File: config.mk
export PLATFORM = sky130hd
export DESIGN_NAME = deferred_release_id_allocator
export DESIGN_NICKNAME = d
export VERILOG_FILES = /design/src/dra_pkg.sv /design/src/dra_cell.sv /design/src/deferred_release_id_allocator.sv
export SDC_FILE = /design/constraint.sdc
export NUM_CORES = 1
export LEC_CHECK = 0
export ABC_AREA = 1
export BUFFER_PORTS_ARGS = -buffer_cell sky130_fd_sc_hd__buf_2
export CORE_MARGIN = 8
export CORE_UTILIZATION = 55
export CTS_CLUSTER_SIZE = 25
export DETAILED_ROUTE_END_ITERATION = 8
export GPL_TIMING_DRIVEN = 0
export PLACE_DENSITY = 0.79
export SYNTH_ARGS = -nofsm -noshare
export SYNTH_HDL_FRONTEND = slang
export SYNTH_HIERARCHICAL = 1
export SYNTH_SLANG_ARGS = --single-unit
export TNS_END_PERCENT = 10
File: constraint.sdc
create_clock -name clk_i -period 5.9 [get_ports clk_i]
set_input_delay 0.295 -clock clk_i [delete_from_list [all_inputs] [get_ports clk_i]]
set_output_delay 0.295 -clock clk_i [all_outputs]
set_load 0.02 [all_outputs]
File: src/dra_pkg.sv
// ----------------------------------------------------------------------------
// dra_pkg: shared types and constants of the deferred-release id allocator
// holds the item formats, mode and status codes, and the cell geometry
// ----------------------------------------------------------------------------
`default_nettype none

package dra_pkg;

  // pool geometry
  localparam int NUM_SLOTS    = 128;
  localparam int ID_W         = 7;
  localparam int ID_SPACE     = 1 << ID_W;
  localparam int USABLE_SLOTS = (NUM_SLOTS < ID_SPACE) ? NUM_SLOTS : ID_SPACE;

  // each cell keeps the flags of a group of slots
  localparam int CELL_LOG  = 3;
  localparam int CELL_W    = 1 << CELL_LOG;
  localparam int NUM_CELLS = (NUM_SLOTS + CELL_W - 1) / CELL_W;
  localparam int CIDX_W    = (NUM_CELLS > 1) ? $clog2(NUM_CELLS) : 1;
  localparam int GSLOT_W   = CIDX_W + CELL_LOG;
  // one extra bit so the usable slot count itself fits the compare
  localparam int CMP_W     = ((GSLOT_W > ID_W) ? GSLOT_W : ID_W) + 1;

  typedef enum logic [1:0] {
    MODE_CREATE   = 2'd0,
    MODE_DESTROY  = 2'd1,
    MODE_VALIDATE = 2'd2,
    MODE_SWEEP    = 2'd3
  } mode_e;

  typedef enum logic [1:0] {
    ST_OK          = 2'd0,
    ST_MISS        = 2'd1,
    ST_BAD_DESTROY = 2'd2
  } status_e;

  typedef enum logic {
    S_IDLE   = 1'b0,
    S_SEARCH = 1'b1
  } state_e;

  typedef struct packed {
    mode_e           mode;
    logic [ID_W-1:0] slot_id;
  } item_t;

  typedef struct packed {
    logic [ID_W-1:0] result_id;
    status_e         status;
  } result_t;

  // broadcast command to every cell
  typedef struct packed {
    logic            apply;
    mode_e           mode;
    logic [ID_W-1:0] slot_id;
  } cell_cmd_t;

  // per-cell response
  typedef struct packed {
    logic                found;
    logic [CELL_LOG-1:0] bit_idx;
    logic                hit;
  } cell_rsp_t;

endpackage

`default_nettype wire

File: src/dra_cell.sv
// ----------------------------------------------------------------------------
// dra_cell: flag cell of the id allocator
// keeps in-use and destroyed flags of one slot group, claims a slot when the
// search token arrives and passes the token on when the group is full
// ----------------------------------------------------------------------------
`default_nettype none

module dra_cell (
  input  wire logic                       clk_i,
  input  wire logic                       rst_ni,
  input  wire logic [dra_pkg::CIDX_W-1:0] cell_idx_i,
  input  wire dra_pkg::cell_cmd_t         cmd_i,
  input  wire logic                       tok_i,
  output logic                            tok_o,
  output dra_pkg::cell_rsp_t              rsp_o
);

  logic [dra_pkg::CELL_W-1:0]   live_q, live_d;
  logic [dra_pkg::CELL_W-1:0]   quar_q, quar_d;
  logic                         tok_q;
  logic [dra_pkg::CELL_W-1:0]   usable;
  logic [dra_pkg::CELL_W-1:0]   free;
  logic [dra_pkg::CELL_LOG-1:0] first_free;
  logic [dra_pkg::CMP_W-1:0]    sid_ext;
  logic [dra_pkg::CELL_LOG-1:0] sel_bit;
  logic                         sel;
  logic                         hit;
  logic                         claim;

  // slot 0 stays reserved and slots past the id space are never handed out
  always_comb begin
    for (int b = 0; b < dra_pkg::CELL_W; b++) begin
      usable[b] = (dra_pkg::CMP_W'({cell_idx_i, dra_pkg::CELL_LOG'(b)})
                   < dra_pkg::CMP_W'(dra_pkg::USABLE_SLOTS))
                  && ({cell_idx_i, dra_pkg::CELL_LOG'(b)} != '0);
    end
  end

  assign free = ~live_q & ~quar_q & usable;

  // lowest free slot in the group
  always_comb begin
    first_free = '0;
    for (int b = dra_pkg::CELL_W - 1; b >= 0; b--) begin
      if (free[b]) begin
        first_free = dra_pkg::CELL_LOG'(b);
      end
    end
  end

  assign sid_ext = dra_pkg::CMP_W'(cmd_i.slot_id);
  assign sel_bit = cmd_i.slot_id[dra_pkg::CELL_LOG-1:0];
  assign sel     = sid_ext[dra_pkg::CMP_W-1:dra_pkg::CELL_LOG]
                   == (dra_pkg::CMP_W - dra_pkg::CELL_LOG)'(cell_idx_i);
  assign hit     = sel && usable[sel_bit] && live_q[sel_bit] && !quar_q[sel_bit];
  assign claim   = tok_q && (|free);

  always_comb begin
    live_d = live_q;
    quar_d = quar_q;
    if (claim) begin
      live_d[first_free] = 1'b1;
    end
    if (cmd_i.apply) begin
      case (cmd_i.mode)
        dra_pkg::MODE_DESTROY: begin
          if (hit) begin
            quar_d[sel_bit] = 1'b1;
          end
        end
        dra_pkg::MODE_SWEEP: begin
          // first sweep drops in-use, second drops destroyed
          live_d = live_q & ~quar_q;
          quar_d = quar_q & live_q;
        end
        default: begin
        end
      endcase
    end
  end

  always_ff @(posedge clk_i or negedge rst_ni) begin
    if (!rst_ni) begin
      live_q <= '0;
      quar_q <= '0;
      tok_q  <= 1'b0;
    end else begin
      live_q <= live_d;
      quar_q <= quar_d;
      tok_q  <= tok_i;
    end
  end

  assign tok_o         = tok_q && !(|free);
  assign rsp_o.found   = claim;
  assign rsp_o.bit_idx = first_free;
  assign rsp_o.hit     = hit;

endmodule

`default_nettype wire

File: src/deferred_release_id_allocator.sv
// ----------------------------------------------------------------------------
// deferred_release_id_allocator: slot id pool with two-frame quarantine
// create, destroy, validate and end-of-frame sweep over a row of flag cells
// ----------------------------------------------------------------------------
// Usage: an item is taken when start is high and busy is low, and its result
// is shown on result_o for exactly one cycle with done_o high; the receiver
// cannot stall, so it must take every result in that cycle. Destroy,
// validate and sweep are answered in the cycle after the item is taken and
// may follow each other in every cycle. Create walks a search token along
// the row of NUM_CELLS cells, one group of eight slots per cycle: the first
// cell that has a free slot claims the lowest one and its result is
// registered, and a token that falls off the end of the row gives a miss.
// Busy is high while the token travels, and the next item can be taken in
// the cycle that shows the create result. Slot 0 is reserved and is never
// live.
// ----------------------------------------------------------------------------
`default_nettype none

module deferred_release_id_allocator (
  input  wire logic             clk_i,
  input  wire logic             rst_ni,
  input  wire logic             start,
  input  wire dra_pkg::item_t   item_i,
  output logic                  busy,
  output logic                  done_o,
  output dra_pkg::result_t      result_o
);

  dra_pkg::state_e                  state_q, state_d;
  logic                             done_q, done_d;
  dra_pkg::result_t                 res_q, res_d;

  logic                             accept;
  logic                             inject;
  dra_pkg::cell_cmd_t               cmd;
  logic [dra_pkg::NUM_CELLS-1:0]    tok_in;
  logic [dra_pkg::NUM_CELLS-1:0]    tok_out;
  dra_pkg::cell_rsp_t               rsp [dra_pkg::NUM_CELLS];
  logic                             any_found;
  logic                             any_hit;
  logic                             miss;
  logic [dra_pkg::GSLOT_W-1:0]      found_idx;

  // ------------------------------------------------------------------------
  // control: next state
  // ------------------------------------------------------------------------
  always_comb begin
    state_d = state_q;
    unique case (state_q)
      dra_pkg::S_IDLE: begin
        if (inject) begin
          state_d = dra_pkg::S_SEARCH;
        end
      end
      dra_pkg::S_SEARCH: begin
        if (any_found || miss) begin
          state_d = dra_pkg::S_IDLE;
        end
      end
      default: state_d = dra_pkg::S_IDLE;
    endcase
  end

  // ------------------------------------------------------------------------
  // control: outputs
  // ------------------------------------------------------------------------
  always_comb begin
    busy        = (state_q == dra_pkg::S_SEARCH);
    accept      = start && (state_q == dra_pkg::S_IDLE);
    // create launches the search token at the head of the row
    inject      = accept && (item_i.mode == dra_pkg::MODE_CREATE);
    // the other modes are broadcast to every cell at once
    cmd.apply   = accept && (item_i.mode != dra_pkg::MODE_CREATE);
    cmd.mode    = item_i.mode;
    cmd.slot_id = item_i.slot_id;
  end

  // ------------------------------------------------------------------------
  // row of flag cells, token handed to the next cell each cycle
  // ------------------------------------------------------------------------
  assign tok_in[0] = inject;

  for (genvar c = 0; c < dra_pkg::NUM_CELLS; c++) begin : g_cell
    if (c > 0) begin : g_link
      assign tok_in[c] = tok_out[c-1];
    end
    dra_cell u_cell (
      .clk_i      (clk_i),
      .rst_ni     (rst_ni),
      .cell_idx_i (dra_pkg::CIDX_W'(c)),
      .cmd_i      (cmd),
      .tok_i      (tok_in[c]),
      .tok_o      (tok_out[c]),
      .rsp_o      (rsp[c])
    );
  end

  // token falling off the end of the row means the pool is exhausted
  assign miss = tok_out[dra_pkg::NUM_CELLS-1];

  // at most one cell claims and at most one cell matches the slot id
  always_comb begin
    any_found = 1'b0;
    any_hit   = 1'b0;
    found_idx = '0;
    for (int c = 0; c < dra_pkg::NUM_CELLS; c++) begin
      any_found = any_found | rsp[c].found;
      any_hit   = any_hit | rsp[c].hit;
      if (rsp[c].found) begin
        found_idx = found_idx | {dra_pkg::CIDX_W'(c), rsp[c].bit_idx};
      end
    end
  end

  // ------------------------------------------------------------------------
  // result register
  // ------------------------------------------------------------------------
  always_comb begin
    done_d = 1'b0;
    res_d  = res_q;
    if (state_q == dra_pkg::S_SEARCH) begin
      if (any_found) begin
        done_d          = 1'b1;
        res_d.result_id = dra_pkg::ID_W'(found_idx);
        res_d.status    = dra_pkg::ST_OK;
      end else if (miss) begin
        done_d          = 1'b1;
        res_d.result_id = '0;
        res_d.status    = dra_pkg::ST_MISS;
      end
    end else if (cmd.apply) begin
      done_d = 1'b1;
      case (item_i.mode)
        dra_pkg::MODE_DESTROY: begin
          res_d.result_id = '0;
          res_d.status    = any_hit ? dra_pkg::ST_OK : dra_pkg::ST_BAD_DESTROY;
        end
        dra_pkg::MODE_VALIDATE: begin
          res_d.result_id = item_i.slot_id;
          res_d.status    = any_hit ? dra_pkg::ST_OK : dra_pkg::ST_MISS;
        end
        default: begin
          res_d.result_id = '0;
          res_d.status    = dra_pkg::ST_OK;
        end
      endcase
    end
  end

  always_ff @(posedge clk_i or negedge rst_ni) begin
    if (!rst_ni) begin
      state_q <= dra_pkg::S_IDLE;
      done_q  <= 1'b0;
    end else begin
      state_q <= state_d;
      done_q  <= done_d;
    end
  end

  always_ff @(posedge clk_i) begin
    res_q <= res_d;
  end

  assign done_o   = done_q;
  assign result_o = res_q;

endmodule

`default_nettype wire

Yosys cells after proc, flatten, opt, wreduce, memory -nomap -nowiden

Memories as Yosys holds them, arrays and structs flattened.
Cells that the tools add are included.

Multiply operators: 0
Magnitude comparators: 34
Divide/modulo/power cells: 0
Mux-type cells: 337
Add/subtract/negate cells: 0
Shifts and indexed selects: 0
Bitwise operators: 158
Reductions and logical operators: 171
Equal/unequal tests: 35

Operators by type and width:

| kind                 | count |
|---|---|
| $mux W8              | 64 |
| $and A8 B8 Y8        | 48 |
| $mux W3              | 128 |
| $not A8 Y8           | 32 |
| $or A8 B8 Y8         | 32 |
| $pmux W8 S2          | 16 |
| $reduce_or A8 Y1     | 15 |
| $mux W7              | 15 |
| $logic_and A1 B1 Y1  | 100 |
| $bmux W1 S3          | 32 |
| $lt A3 B4 Y1 const B | 17 |
| $mux W1              | 58 |
| $or A7 B7 Y7         | 8 |
| $demux W1 S3         | 17 |
| $ge A3 B1 Y1 const B | 17 |
| $reduce_and A3 Y1    | 16 |
| $mux W9              | 4 |
| $eq A4 B4 Y1 const B | 8 |
| $logic_not A1 Y1     | 32 |
| $ne A2 B1 Y1 const B | 16 |
| $or A1 B1 Y1         | 30 |
| $or A7 B6 Y7         | 4 |
| $pmux W9 S2          | 1 |
| $eq A4 B3 Y1 const B | 4 |
| other kinds (16)     | 21 |

Output and inout bits: 11
ROM bits: 16
Memory bits (writable): 0
Bits of input ports: 12
Bits in latches: 0
Bits in registers: 283
Memories: 2

Memories:

| memory           | words | bits a word | rd ports | clocked after Yosys merged registers in | write ports | RTL line       | source |
|---|---|---|---|---|---|---|---|
| (name not given) | 8     | 1           | 1        | 0                                       | 0           | dra_cell.sv:55 | `assign hit = sel && usable[sel_bit] && live_q[sel_bit] && !quar_q[sel_bit];` |
| (name not given) | 8     | 1           | 1        | 0                                       | 0           | dra_cell.sv:55 |  |

Longest topological paths before layout

Gate-level depths: netlist of the first run.

Depth in word-level cells: 42
Depth in mapped cells: 15
Depth with buffers taken out: 15

Cells and area by module

Netlist of the first run, hierarchy kept.

By module, submodules not included:

| module                            | area each (µm²) | times used | cells an instance | seq. area each (µm²) |
|---|---|---|---|---|
| dra_cell at g_cell[11].u_cell ... | 1355.0          | 14         | 217               | 425.4 |
| dra_cell at g_cell[10].u_cell     | 1368.8          | 1          | 221               | 425.4 |
| dra_cell at g_cell[0].u_cell      | 1341.3          | 1          | 209               | 425.4 |
| deferred_release_id_allocator     | 1048.5          | 1          | 182               | 320.3 |

Worst setup path after synthesis of the first run

OpenSTA, ideal clock, no wires.

Path kind: flip-flop to flip-flop
Start point: reg state_q (netlist: busy)
End point: reg g_cell[10].u_cell/live_q[6] in the netlist's numbering
Slack: 1.185 ns
Arrival time: 4.590 ns
Period minus slack after synthesis: 4.715 ns
Data required time: 5.775 ns
Stages on the path, launching flop included: 11
Library setup time: 0.125 ns
Cell sequence: dfrtp_1 buf_6 nor3_2 buf_2 nand2_1 inv_2 nand2_2 nand2_1 inv_1 nand4_1 o21ai_1

RTL lines:

| element                | RTL line                             | source |
|---|---|---|
| start, declared        | deferred_release_id_allocator.sv:29  | `dra_pkg::state_e state_q, state_d;` |
| start signal, assigned | deferred_release_id_allocator.sv:152 | `state_q <= dra_pkg::S_IDLE;` |
| start signal, assigned | deferred_release_id_allocator.sv:155 | `state_q <= state_d;` |
| end signal, assigned   | dra_cell.sv:88                       | `live_q <= live_d;` |
| end, declared          | dra_cell.sv:18                       | `logic [dra_pkg::CELL_W-1:0] live_q, live_d;` |

==> results of run 1 <==
-- metrics by stage --
| step | total power [mW] | hold WS [ns] | area [µm²] | TNS [ns] | cells |
|---|---|---|---|---|---|
| floorplan | 4.124 | -0.0005911 | 23220 | 0 | 3780 |
| global placement | 4.675 | 0.4623 | 23990 | -583.75 | 4334 |
| detailed placement | 4.751 | 0.3537 | 24240 | 0 | 4343 |
| CTS | 6.883 | 0.09838 | 25360 | 0 | 4405 |
| global route | 7.330 | 0.1267 | 25360 | 0 | 4405 |
| finish | 6.868 | 0.1358 | 25360 | 0 | 4405 |
-- metal layers --
| layer | vias up | wire (µm) |
|---|---|---|
| met5 | - | 0 |
| met4 | 0 | 1891 |
| met3 | 134 | 3872 |
| met2 | 759 | 27940 |
| met1 | 10324 | 27930 |
| li1 | 11619 | - |
-- what timing repair did --
action,4_1_cts,5_1_grt
buffers inserted,0,0
hold endpoints to repair,85,0
hold buffers,1,0
-- layout by cell type, fill, tap and decap left out, drive strengths merged --
| cell | synthesis | layout |
|---|---|---|
| xor2 | 30 | 30 |
| nor4 | 32 | 32 |
| nand2 | 1352 | 1352 |
| o31ai | 1 | 1 |
| ha | 3 | 3 |
| dfrtp | 274 | 274 |
| a21oi | 48 | 48 |
| o22ai | 3 | 3 |
| dlygate4sd3 | 0 | 1 |
| bufinv | 0 | 1 |
| nand4 | 118 | 118 |
| nor2 | 460 | 460 |
| or2 | 1 | 1 |
| clkbuf | 1 | 46 |
| nand3b | 16 | 16 |
| conb | 2 | 132 |
| nor3 | 32 | 32 |
| o211ai | 19 | 19 |
| clkinv | 14 | 24 |
| o21ai | 287 | 287 |
| clkinvlp | 0 | 4 |
| a31oi | 15 | 15 |
| buf | 110 | 141 |
| inv | 614 | 615 |
| a211oi | 1 | 1 |
| nand3 | 208 | 208 |
| edfxtp | 9 | 9 |
-- critical path: stages --
cell,delay (ns)
buf_2,0.64
inv_1,0.17
ha_1,0.28
nor3_4,0.52
buf_16,0.24
buf_2,0.20
nand2_1,0.08
inv_2,0.13
nand2_2,0.16
nand2_1,0.17
inv_1,0.06
nand3b_1,0.11
o21ai_0,0.11
-- state kept, by name, summed over array words and instances (netlist names) --
name and count:
g_cell.u_cell/live_q 128, g_cell.u_cell/quar_q 128, g_cell.u_cell/tok_q 16, done_o 1, busy 1, result_o 9
-- power by group through the flow --
| stage | combinational, mW | clock [mW] | sequential (mW) |
|---|---|---|---|
| global placement | 2.08 | 0 | 2.59 |
| CTS | 2.17 | 2.15 | 2.56 |
| finish | 2.20 | 2.10 | 2.57 |
| floorplan | 1.60 | 0 | 2.52 |
| detailed placement | 2.16 | 0 | 2.59 |
| global route | 2.49 | 2.23 | 2.61 |
-- area by class of cell --
cell class,count,area [µm²],share of cell area
buffer,111,780.7,0.03078
clock buffer,45,985.9,0.03887
clock inverter,16,130.1,0.005130
inverter,628,2360,0.09304
multi-input combinational,2758,12960,0.5108
sequential,283,7127,0.2810
tap,532,665.6,0.02624
timing repair buffer,32,357.8,0.01411
-- kinds of logic after synthesis --
logic type | after synthesis | share of synthesized area
AOI/OAI and AO/OA | 374 | 0.09700
xor gates and xnor gates | 30 | 0.01156
and+or+nand+nor | 2219 | 0.4377
adders and majority gates | 3 | 0.001652
buffers and inverters | 739 | 0.1382
DFF | 283 | 0.3136
other | 2 | 0.0003304
-- how the worst min path moves through the flow --
stage	cells after the start	to	startpoint
finish	3	g_cell[0].u_cell/tok_q$_DFF_PN0_	start
global route	3	busy$_DFF_PN0_	start
CTS	3	g_cell[0].u_cell/tok_q$_DFF_PN0_	start
detailed placement	1	g_cell[11].u_cell/quar_q[3]$_DFFE_PN0P_	rst_ni
global placement	2	g_cell[10].u_cell/quar_q[7]$_DFFE_PN0P_	g_cell[10].u_cell/quar_q[7]$_DFFE_PN0P_
floorplan	0	busy$_DFF_PN0_	rst_ni
==> impl_metrics.csv, run 1 <==
group,metric,value,unit
synth,synth_cell_types,41,
routing,num_vias,22836,
grt,gr-usage-met1,0.3540,
cells_and_area,num-fill-cells,3909,
grt,grt_max_degree,108,
synth,post-synth-top-area-cell,"dfrtp_1",
power_and_ir_drop,power.clock.fraction,0.305,
die,die-area,0.04809,mm²
worst_setup_path,required,6.30,ns
worst_setup_path,crit_path_start,"item_i[8]",
power_and_ir_drop,p_per_area,270.8,mW/mm²
die,core_area,0.04083,mm²
cells_and_area,num_antenna_cells,0,
synth,syn-cell-area,0.02273,mm²
worst_setup_path,cp_data_arrival_time,3.21,ns
worst_setup_path,start_kind,"primary input",
routing,drt-wirelength-per-cell,13.99,µm
worst_setup_path,reg2reg_from,"busy$_DFF_PN0_",
power_and_ir_drop,switching_share,0.3933,
worst_setup_path,r2r_end,"g_cell[10].u_cell/live_q[3]$_DFF_PN0_",
sta,max_freq,355.1,MHz
sta,setup_viol,0,
power_and_ir_drop,netSwitchingPower,2.701,mW
die,die_h,219.3,µm
grt,top_usage_layer,"met2",
place,portBuffers,22,
worst_setup_path,cp_max_fo,22,
die,row_count,74,
clock_tree,cts_resized,0,
sta,worst_slack,3.084,ns
synth,synthTopCellsByArea,"dfrtp_1 30%, nand2_1 22%, inv_1 8.1%, nor2_1 5.8%, nand3_1 3.8%",
place,dp_hpwl,43970,µm
grt,grt_pass1_wl,103800,µm
worst_setup_path,crit_end,"g_cell[10].u_cell/live_q[3]$_DFF_PN0_",
power_and_ir_drop,combPwrFrac,0.320,
run,cap_violations,0,
routing,route.detailed.drc,0,
synth,post-synth-top-count-cell,"nand2_1",
synth,synth_seq_cells,283,
clock_tree,worst_skew_pair.late_latency,0.54,ns
outcome,outcome,"finished clean",
sta,fin_skew,0.01209,ns
worst_setup_path,rrSetupSlack,3.34,ns
clock_tree,h-tree-depth,2,
synth,synth-seq-area-share,0.3136,
sta,tightest_slew,1.359,ns
routing,drt-initial-drc-count,2052,
worst_setup_path,worst_r2r_path_depth,11,
cells_and_area,utilization,0.6212,
grt,grt_pass1_vias,21420,
place,gp_congestion,0.9142,
power_and_ir_drop,p_leak,13.64,nW
synth,synth_edf_count,9,
sta,grt_setup_unrepaired,"false",
die,die_w,219.3,µm
grt,grt_use_met3,0.02974,
power_and_ir_drop,internal-power,4.166,mW
die,initial_core_util,0.5567,
routing,routed_via_density,5.184,
place,dp_slack,2.639,ns
routing,first_pass_iters,6,
synth,synth_warnings,6,
synth,syn_inst,3650,
sta,slew_viol_final,0,
worst_setup_path,criticalPathCategory,"primary input to flip-flop",
worst_setup_path,end_kind,"flip-flop",
sta,layout_worst_path_cycle_share,0.4773,
synth,syn_area_per_cell,6.227,µm²
cells_and_area,layout.nets,3865,
clock_tree,cts_tree,"built",
routing,drt_wl_total,61630,µm
sta,slew_headroom,0.09411,
sta,hold_viol_final,0,
grt,grtUsageTotal,0.2596,
grt,antenna_found_initial,0,
sta,period_needed,2.816,ns
routing,ant_nets,0,
grt,grt_overflow_total,0,
cells_and_area,final_layout_size_suffix_gt1_frac,0.1448,
clock_tree,cts-root-buf,"clkbuf_16",
synth,synth-async-reset-ratio,0.9682,
clock_tree,clkTransAtPathRegs,0.06,ns
synth,synth_top_area_frac,0.3017,
clock_tree,numCtsBuffers,36,
power_and_ir_drop,vdd_ir_drop_max,184.0,µV
cells_and_area,syn_to_final_growth,11.59,%
clock_tree,clock-sinks,283,
grt,grt_use_met2,0.4195,
power_and_ir_drop,p_seq_frac,0.375,
clock_tree,clk_path_buf_depth,3,
synth,synth_ff_type,"dfrtp_1",
die,pin_count,23,
synth,synth_common_cells,"1,313 x nand2_1, 488 x inv_1, 349 x nor2_1, 274 x dfrtp_1, 173 x nand3_1",
min_path,hp-class,"primary input to flip-flop",
No activity file was read; power rests on OpenSTA's default activity.
==> run 2, diff against run 1 <==
==> constraint.sdc (replaced) <==
create_clock -name clk_i -period 2.6 [get_ports clk_i]
set_input_delay 0.13 -clock clk_i [delete_from_list [all_inputs] [get_ports clk_i]]
set_output_delay 0.13 -clock clk_i [all_outputs]
set_load 0.02 [all_outputs]
==> run 2 against run 1 <==
Effect of this change: critical path type is now flip-flop to flip-flop; critical path depth down 3; first-iteration DRC count up 3.8%; global-route usage up 0.12 points.
==> impl_metrics.csv, run 2 (synthesis gave the netlist of run 1 again) <==
group,metric,value,unit
power_and_ir_drop,vdd_ir_drop_max,388.9,µV
worst_setup_path,crit_cells,10,
clock_tree,clkTransAtPathRegs,0.06,ns
worst_setup_path,criticalPathCategory,"flip-flop to flip-flop",
sta,layout_worst_path_cycle_share,0.9147,
cells_and_area,final_layout_size_suffix_gt1_frac,0.1462,
worst_setup_path,critPathTopFamily,"simple AND/OR/NAND/NOR gates",
sta,timing.hold.ws,0.1115,ns
routing,routed_via_density,5.202,
worst_setup_path,crit_chain,"nor2_1 > nor2_1 > a31oi_1 > buf_4 > nor2_2 > nand2_1 > nor2_2 > nand3b_2 > nand2_2 > nand2_2",
cells_and_area,utilization,0.6236,
worst_setup_path,cp_data_arrival_time,2.63,ns
grt,grtUsageTotal,0.2608,
clock_tree,cts-root-buf,"clkbuf_16",
run,cap_violations,0,
worst_setup_path,required,2.85,ns
worst_setup_path,cp_slowest_cell,"dfrtp_1",
routing,drt-wirelength-per-cell,14.13,µm
power_and_ir_drop,p_per_area,623.6,mW/mm²
cells_and_area,layout.nets,3866,
sta,max_freq,420.5,MHz
worst_setup_path,r2r_end,"result_o[8]$_DFFE_PP_",
min_path,hp-class,"primary input to asynchronous set/reset pin",
clock_tree,h-tree-depth,2,
die,die-area,0.04809,mm²
sta,slew_headroom,0.3345,
grt,gr-usage-met1,0.3533,
worst_setup_path,critPathBufInv,1,
place,gp_congestion,0.9515,
routing,drt-initial-drc-count,2130,
worst_setup_path,rrSetupSlack,0.22,ns
cells_and_area,final_cell_mix,"1,311 x nand2_1, 487 x inv_1, 348 x nor2_1",
routing,ant_nets,0,
grt,grt_overflow_total,0,
clock_tree,clock-sinks,283,
sta,setup_viol,0,
die,die_w,219.3,µm
grt,top_usage_layer,"met2",
clock_tree,cts_tree,"built",
die,core_area,0.04083,mm²
worst_setup_path,worst_r2r_path_depth,10,
clock_tree,worst_skew_pair.late_latency,0.55,ns
grt,grt_pass1_wl,103800,µm
place,dp_slack,-0.8145,ns
routing,route.detailed.drc,0,
die,initial_core_util,0.5567,
cells_and_area,reg_top3,"g_cell.u_cell/live_q: 128 flops, g_cell.u_cell/quar_q: 128 flops, g_cell.u_cell/tok_q: 16 flops",
sta,hold_viol_final,0,
sta,worst_slack,0.2218,ns
die,die_h,219.3,µm
cells_and_area,final_common_cell,"nand2_1",
place,portBuffers,22,
routing,first_pass_iters,6,
sta,slew_viol_final,0,
cells_and_area,num_antenna_cells,0,
grt,grt_use_met2,0.4130,
grt,grt_use_met3,0.04020,
grt,grt_max_degree,115,
worst_setup_path,start_kind,"flip-flop",
routing,num_vias,22911,
sta,tightest_slew,0.9983,ns
worst_setup_path,slowest_delay,0.44,ns
worst_setup_path,cp_max_fo,9,
sta,fin_skew,0.01720,ns
outcome,outcome,"finished clean",
clock_tree,numCtsBuffers,35,
power_and_ir_drop,p_leak,13.68,nW
worst_setup_path,end_kind,"flip-flop",
die,row_count,74,
cells_and_area,syn_to_final_growth,12.02,%
grt,antenna_found_initial,1,
routing,drt_wl_total,62250,µm
clock_tree,clk_path_buf_depth,3,
worst_setup_path,reg2reg_from,"g_cell[10].u_cell/quar_q[3]$_DFFE_PN0P_",
grt,grt_pass1_vias,21255,
sta,grt_setup_unrepaired,"false",
die,pin_count,23,
sta,period_needed,2.378,ns
place,dp_hpwl,44290,µm
run 2: cell types whose count changed in the layout (fill, tap and decap cells not counted), sizes merged:
cell,previous run,this run
dlygate4sd3,1,2
clkinv,24,16
clkbuf,46,50
bufinv,1,3
run 2: where the power goes:
group / total, mW / switching, mW / internal [mW]
sequential: 5.83 / 0.711 / 5.12
combinational: 5.04 / 3.49 / 1.56
clock: 5.00 / 1.96 / 3.04
run 2: worst max path at each step:
stage               slack (ns)                                    end                               startpoint
finish                    0.22                  result_o[8]$_DFFE_PP_  g_cell[10].u_cell/quar_q[3]$_DFFE_PN0P_
global route              0.04                  result_o[3]$_DFFE_PP_    g_cell[10].u_cell/live_q[7]$_DFF_PN0_
CTS                       0.04              result_o[1]$_SDFFCE_PP0P_                                item_i[0]
detailed placement       -0.81  g_cell[13].u_cell/live_q[0]$_DFF_PN0_                                item_i[8]
global placement         -4.47                         busy$_DFF_PN0_                                   rst_ni
floorplan                -0.78  g_cell[10].u_cell/live_q[6]$_DFF_PN0_                           busy$_DFF_PN0_
run 2: timing repair:
| action | CTS | global route |
|---|---|---|
| setup buffers | 1 | 0 |
| pin swaps | 1 | 0 |
| hold buffers | 2 | 0 |
| setup endpoints to repair | 94 | 11 |
| cloned | 0 | 0 |
| resized for setup | 0 | 3 |
| endpoints found under the hold margin | 68 | 0 |
run 2: metrics by stage:
stage          instance area (µm²)  cells  setup TNS (ns)  total power [mW]
2_1_floorplan                23240   3780         -147.96             9.362
3_3_place_gp                 24010   4334        -1806.12             10.62
3_5_place_dp                 24260   4343         -131.43             10.82
4_1_cts                      25450   4404               0             15.91
5_1_grt                      25460   4404               0             16.94
6_report                     25460   4404               0             15.88
run 2: layer usage:
metal,wire length (µm),vias up
li1,-,11611
met1,28110,10339
met2,27440,813
met3,4333,146
met4,2355,2
met5,13,-
run 2: final cells by class:
cell class | instances | area [µm²]
Buffer | 111 | 780.7
Inverter | 628 | 2360
Clock inverter | 10 | 138.9
Fill cell | 3801 | 15370
Clock buffer | 48 | 1025
Sequential cell | 283 | 7128
Timing Repair Buffer | 34 | 390.4
Multi-Input combinational cell | 2758 | 12970
Tap cell | 532 | 665.6
run 2: worst reg2reg max path, cell delays in order (launching register included):
cell and delay, ns:
dfrtp_1 0.44, nor2_1 0.09, nor2_1 0.31, a31oi_1 0.14
buf_4 0.16, nor2_2 0.26, nand2_1 0.14, nor2_2 0.16
nand3b_2 0.13, nand2_2 0.10, nand2_2 0.17
==> run 3, diff against run 2 <==
--- a/config.mk
+++ b/config.mk
@@ -8,11 +8,12 @@
 export ABC_AREA = 1
 export BUFFER_PORTS_ARGS = -buffer_cell sky130_fd_sc_hd__buf_2
 export CORE_MARGIN = 8
-export CORE_UTILIZATION = 55
+export CORE_UTILIZATION = 65
 export CTS_CLUSTER_SIZE = 25
 export DETAILED_ROUTE_END_ITERATION = 8
 export GPL_TIMING_DRIVEN = 0
-export PLACE_DENSITY = 0.79
+export MAX_ROUTING_LAYER = met4
+export PLACE_DENSITY = 0.9
 export SYNTH_ARGS = -nofsm -noshare
 export SYNTH_HDL_FRONTEND = slang
 export SYNTH_HIERARCHICAL = 1
==> run 3 against run 2 <==
Effect of this change: sequential share of layout area increased by 0.058 points; first-iteration DRC count up 15%; core utilization grew 11 points; critical path depth is 2 higher; die area shrank 14%; global-route usage increased by 4.8 points; maximum frequency grew 0.55%; clock-buffer cell count up 6; total power grew 0.62%; hold slack worse by 0.054 ns.
==> impl_metrics.csv, run 3 (synthesis gave the netlist of run 1 again) <==
group,metric,value,unit
worst_setup_path,crit_cells,12,
place,gp_congestion,0.9713,
sta,grt_setup_unrepaired,"false",
sta,period_needed,2.365,ns
min_path,hp-class,"primary input to flip-flop",
die,initial_core_util,0.6596,
clock_tree,h-tree-depth,2,
cells_and_area,utilization,0.7374,
clock_tree,cts-root-buf,"clkbuf_16",
routing,drt-wirelength-per-cell,14.67,µm
place,dp_slack,-0.5330,ns
place,dp_hpwl,44000,µm
power_and_ir_drop,p_leak,13.73,nW
worst_setup_path,start_kind,"flip-flop",
cells_and_area,layout.nets,3869,
place,dp_cells,4266,
routing,num_vias,23729,
power_and_ir_drop,p_per_area,628.7,mW/mm²
sta,setup_viol,0,
cells_and_area,syn_to_final_growth,11.79,%
worst_setup_path,required,2.84,ns
cells_and_area,final_cell_mix,"1,311 x nand2_1, 487 x inv_1, 348 x nor2_1",
power_and_ir_drop,power,15.98,mW
run,cap_violations,0,
sta,hold_viol_final,0,
grt,grt_pass1_wl,104000,µm
place,portBuffers,22,
worst_setup_path,end_kind,"flip-flop",
worst_setup_path,critPathBufInv,2,
outcome,outcome,"finished clean",
sta,fin_skew,0.01672,ns
sta,layout_worst_path_cycle_share,0.9097,
grt,grt_overflow_total,0,
die,core_area,0.03446,mm²
clock_tree,cts_tree,"built",
clock_tree,worst_skew_pair.late_latency,0.52,ns
routing,drt_wl_total,63590,µm
die,die_h,203.0,µm
sta,worst_slack,0.2348,ns
worst_setup_path,crit_chain,"nor2_1 > nor2_1 > inv_1 > nor2_1 > a21oi_1 > buf_4 > nor2_1 > nand2_1 > nor2_2 > nand3b_2 > nand2_2 > nand2_2",
grt,antenna_found_initial,1,
cells_and_area,reg_top3,"g_cell.u_cell/live_q: 128 flops, g_cell.u_cell/quar_q: 128 flops, g_cell.u_cell/tok_q: 16 flops",
cells_and_area,final_cells,4336,
die,pin_count,23,
sta,tightest_slew,0.9343,ns
routing,first_pass_iters,8,
worst_setup_path,worst_r2r_path_depth,12,
clock_tree,numCtsBuffers,35,
die,die-area,0.04121,mm²
cells_and_area,final_common_cell,"nand2_1",
sta,max_freq,422.8,MHz
sta,timing.hold.ws,0.05720,ns
die,die_w,203.0,µm
worst_setup_path,cp_max_fo,9,
grt,grt_pass1_vias,21923,
grt,grtUsageTotal,0.3085,
worst_setup_path,cpMostUsedCell,"nor2_1",
min_path,holdPathStages,3,
clock_tree,clk_path_buf_depth,3,
clock_tree,clkTransAtPathRegs,0.06,ns
cells_and_area,final_layout_size_suffix_gt1_frac,0.1472,
worst_setup_path,slowest_delay,0.38,ns
power_and_ir_drop,vdd_ir_drop_max,549.7,µV
worst_setup_path,criticalPathCategory,"flip-flop to flip-flop",
routing,drt-initial-drc-count,2444,
routing,routed_via_density,5.473,
worst_setup_path,critPathTopFamily,"simple AND/OR/NAND/NOR gates",
sta,slew_headroom,0.3772,
grt,grt_max_degree,116,
routing,ant_nets,0,
routing,route.detailed.drc,0,
clock_tree,clock-sinks,283,
worst_setup_path,cp_data_arrival_time,2.60,ns
sta,slew_viol_final,0,
die,row_count,68,
worst_setup_path,cp_slowest_cell,"dfrtp_1",
run 3: cell types whose count changed in the layout (fill, tap and decap cells not counted), sizes merged:
cell / previous run / this run
bufinv: 3 / 2
clkinvlp: 4 / 0
clkbuf: 50 / 55
clkinv: 16 / 21
buf: 141 / 146
dlygate4sd3: 2 / 1
diode: 0 / 1
inv: 615 / 614
run 3: metal layers:
layer | up-vias | part of all wire | routed length [µm] | track usage
li1 | 11608 | - | - | -
met1 | 10744 | 0.41 | 26020 | 0.3889
met2 | 1146 | 0.46 | 29220 | 0.4915
met3 | 231 | 0.086 | 5449 | 0.04479
met4 | 0 | 0.046 | 2894 | 0.1347
met5 | - | 0 | 0 | -
run 3: area by class of cell:
type	count	area, µm²
Multi-Input combinational cell	2758	12970
Fill cell	2822	9049
Sequential cell	283	7128
Inverter	628	2360
Clock buffer	54	1090
Buffer	111	780.7
Tap cell	455	569.3
Timing Repair Buffer	37	410.4
Clock inverter	9	95.09
Antenna cell	1	2.502
run 3: timing repair:
item	CTS	global route
gates cloned	0	0
buffers inserted	0	5
endpoints found under the setup margin	4	92
pin swaps	1	1
hold buffers	1	0
endpoints found under the hold margin	52	0
resized for setup	2	2
run 3: where the power goes:
| group | total [mW] | switching, mW | internal (mW) |
|---|---|---|---|
| sequential | 5.85 | 0.732 | 5.12 |
| clock | 5.00 | 1.93 | 3.08 |
| combinational | 5.12 | 3.55 | 1.57 |
| total | 16.0 | 6.20 | 9.77 |
run 3: per-stage QoR:
| stage | setup TNS (ns) | cell area, µm² |
|---|---|---|
| 2_1_floorplan | -147.96 | 23240 |
| 3_3_place_gp | -1739.86 | 23920 |
| 3_5_place_dp | -92.38 | 24150 |
| 4_1_cts | 0 | 25350 |
| 5_1_grt | 0 | 25410 |
| 6_report | 0 | 25410 |
run 3: final timing paths:
check                                                            start  slack, ns                                       to
worst max-delay path              g_cell[0].u_cell/live_q[3]$_DFF_PN0_       0.23                    result_o[5]$_DFFE_PP_
worst min-delay path                                             start       0.06                           busy$_DFF_PN0_
worst max register to register    g_cell[0].u_cell/live_q[3]$_DFF_PN0_       0.23                    result_o[5]$_DFFE_PP_
worst min register to register  g_cell[0].u_cell/quar_q[1]$_DFFE_PN0P_       0.48   g_cell[0].u_cell/quar_q[1]$_DFFE_PN0P_
max in group asynchronous                                       rst_ni       1.52                           busy$_DFF_PN0_
min in group asynchronous                                       rst_ni       0.12  g_cell[12].u_cell/quar_q[4]$_DFFE_PN0P_
run 3: worst register-to-register path: stages, from the launching register on:
cell,delay [ns]
dfrtp_1,0.38
nor2_1,0.08
nor2_1,0.20
inv_1,0.09
nor2_1,0.21
a21oi_1,0.09
buf_4,0.15
nor2_1,0.28
nand2_1,0.12
nor2_2,0.13
nand3b_2,0.12
nand2_2,0.09
nand2_2,0.15
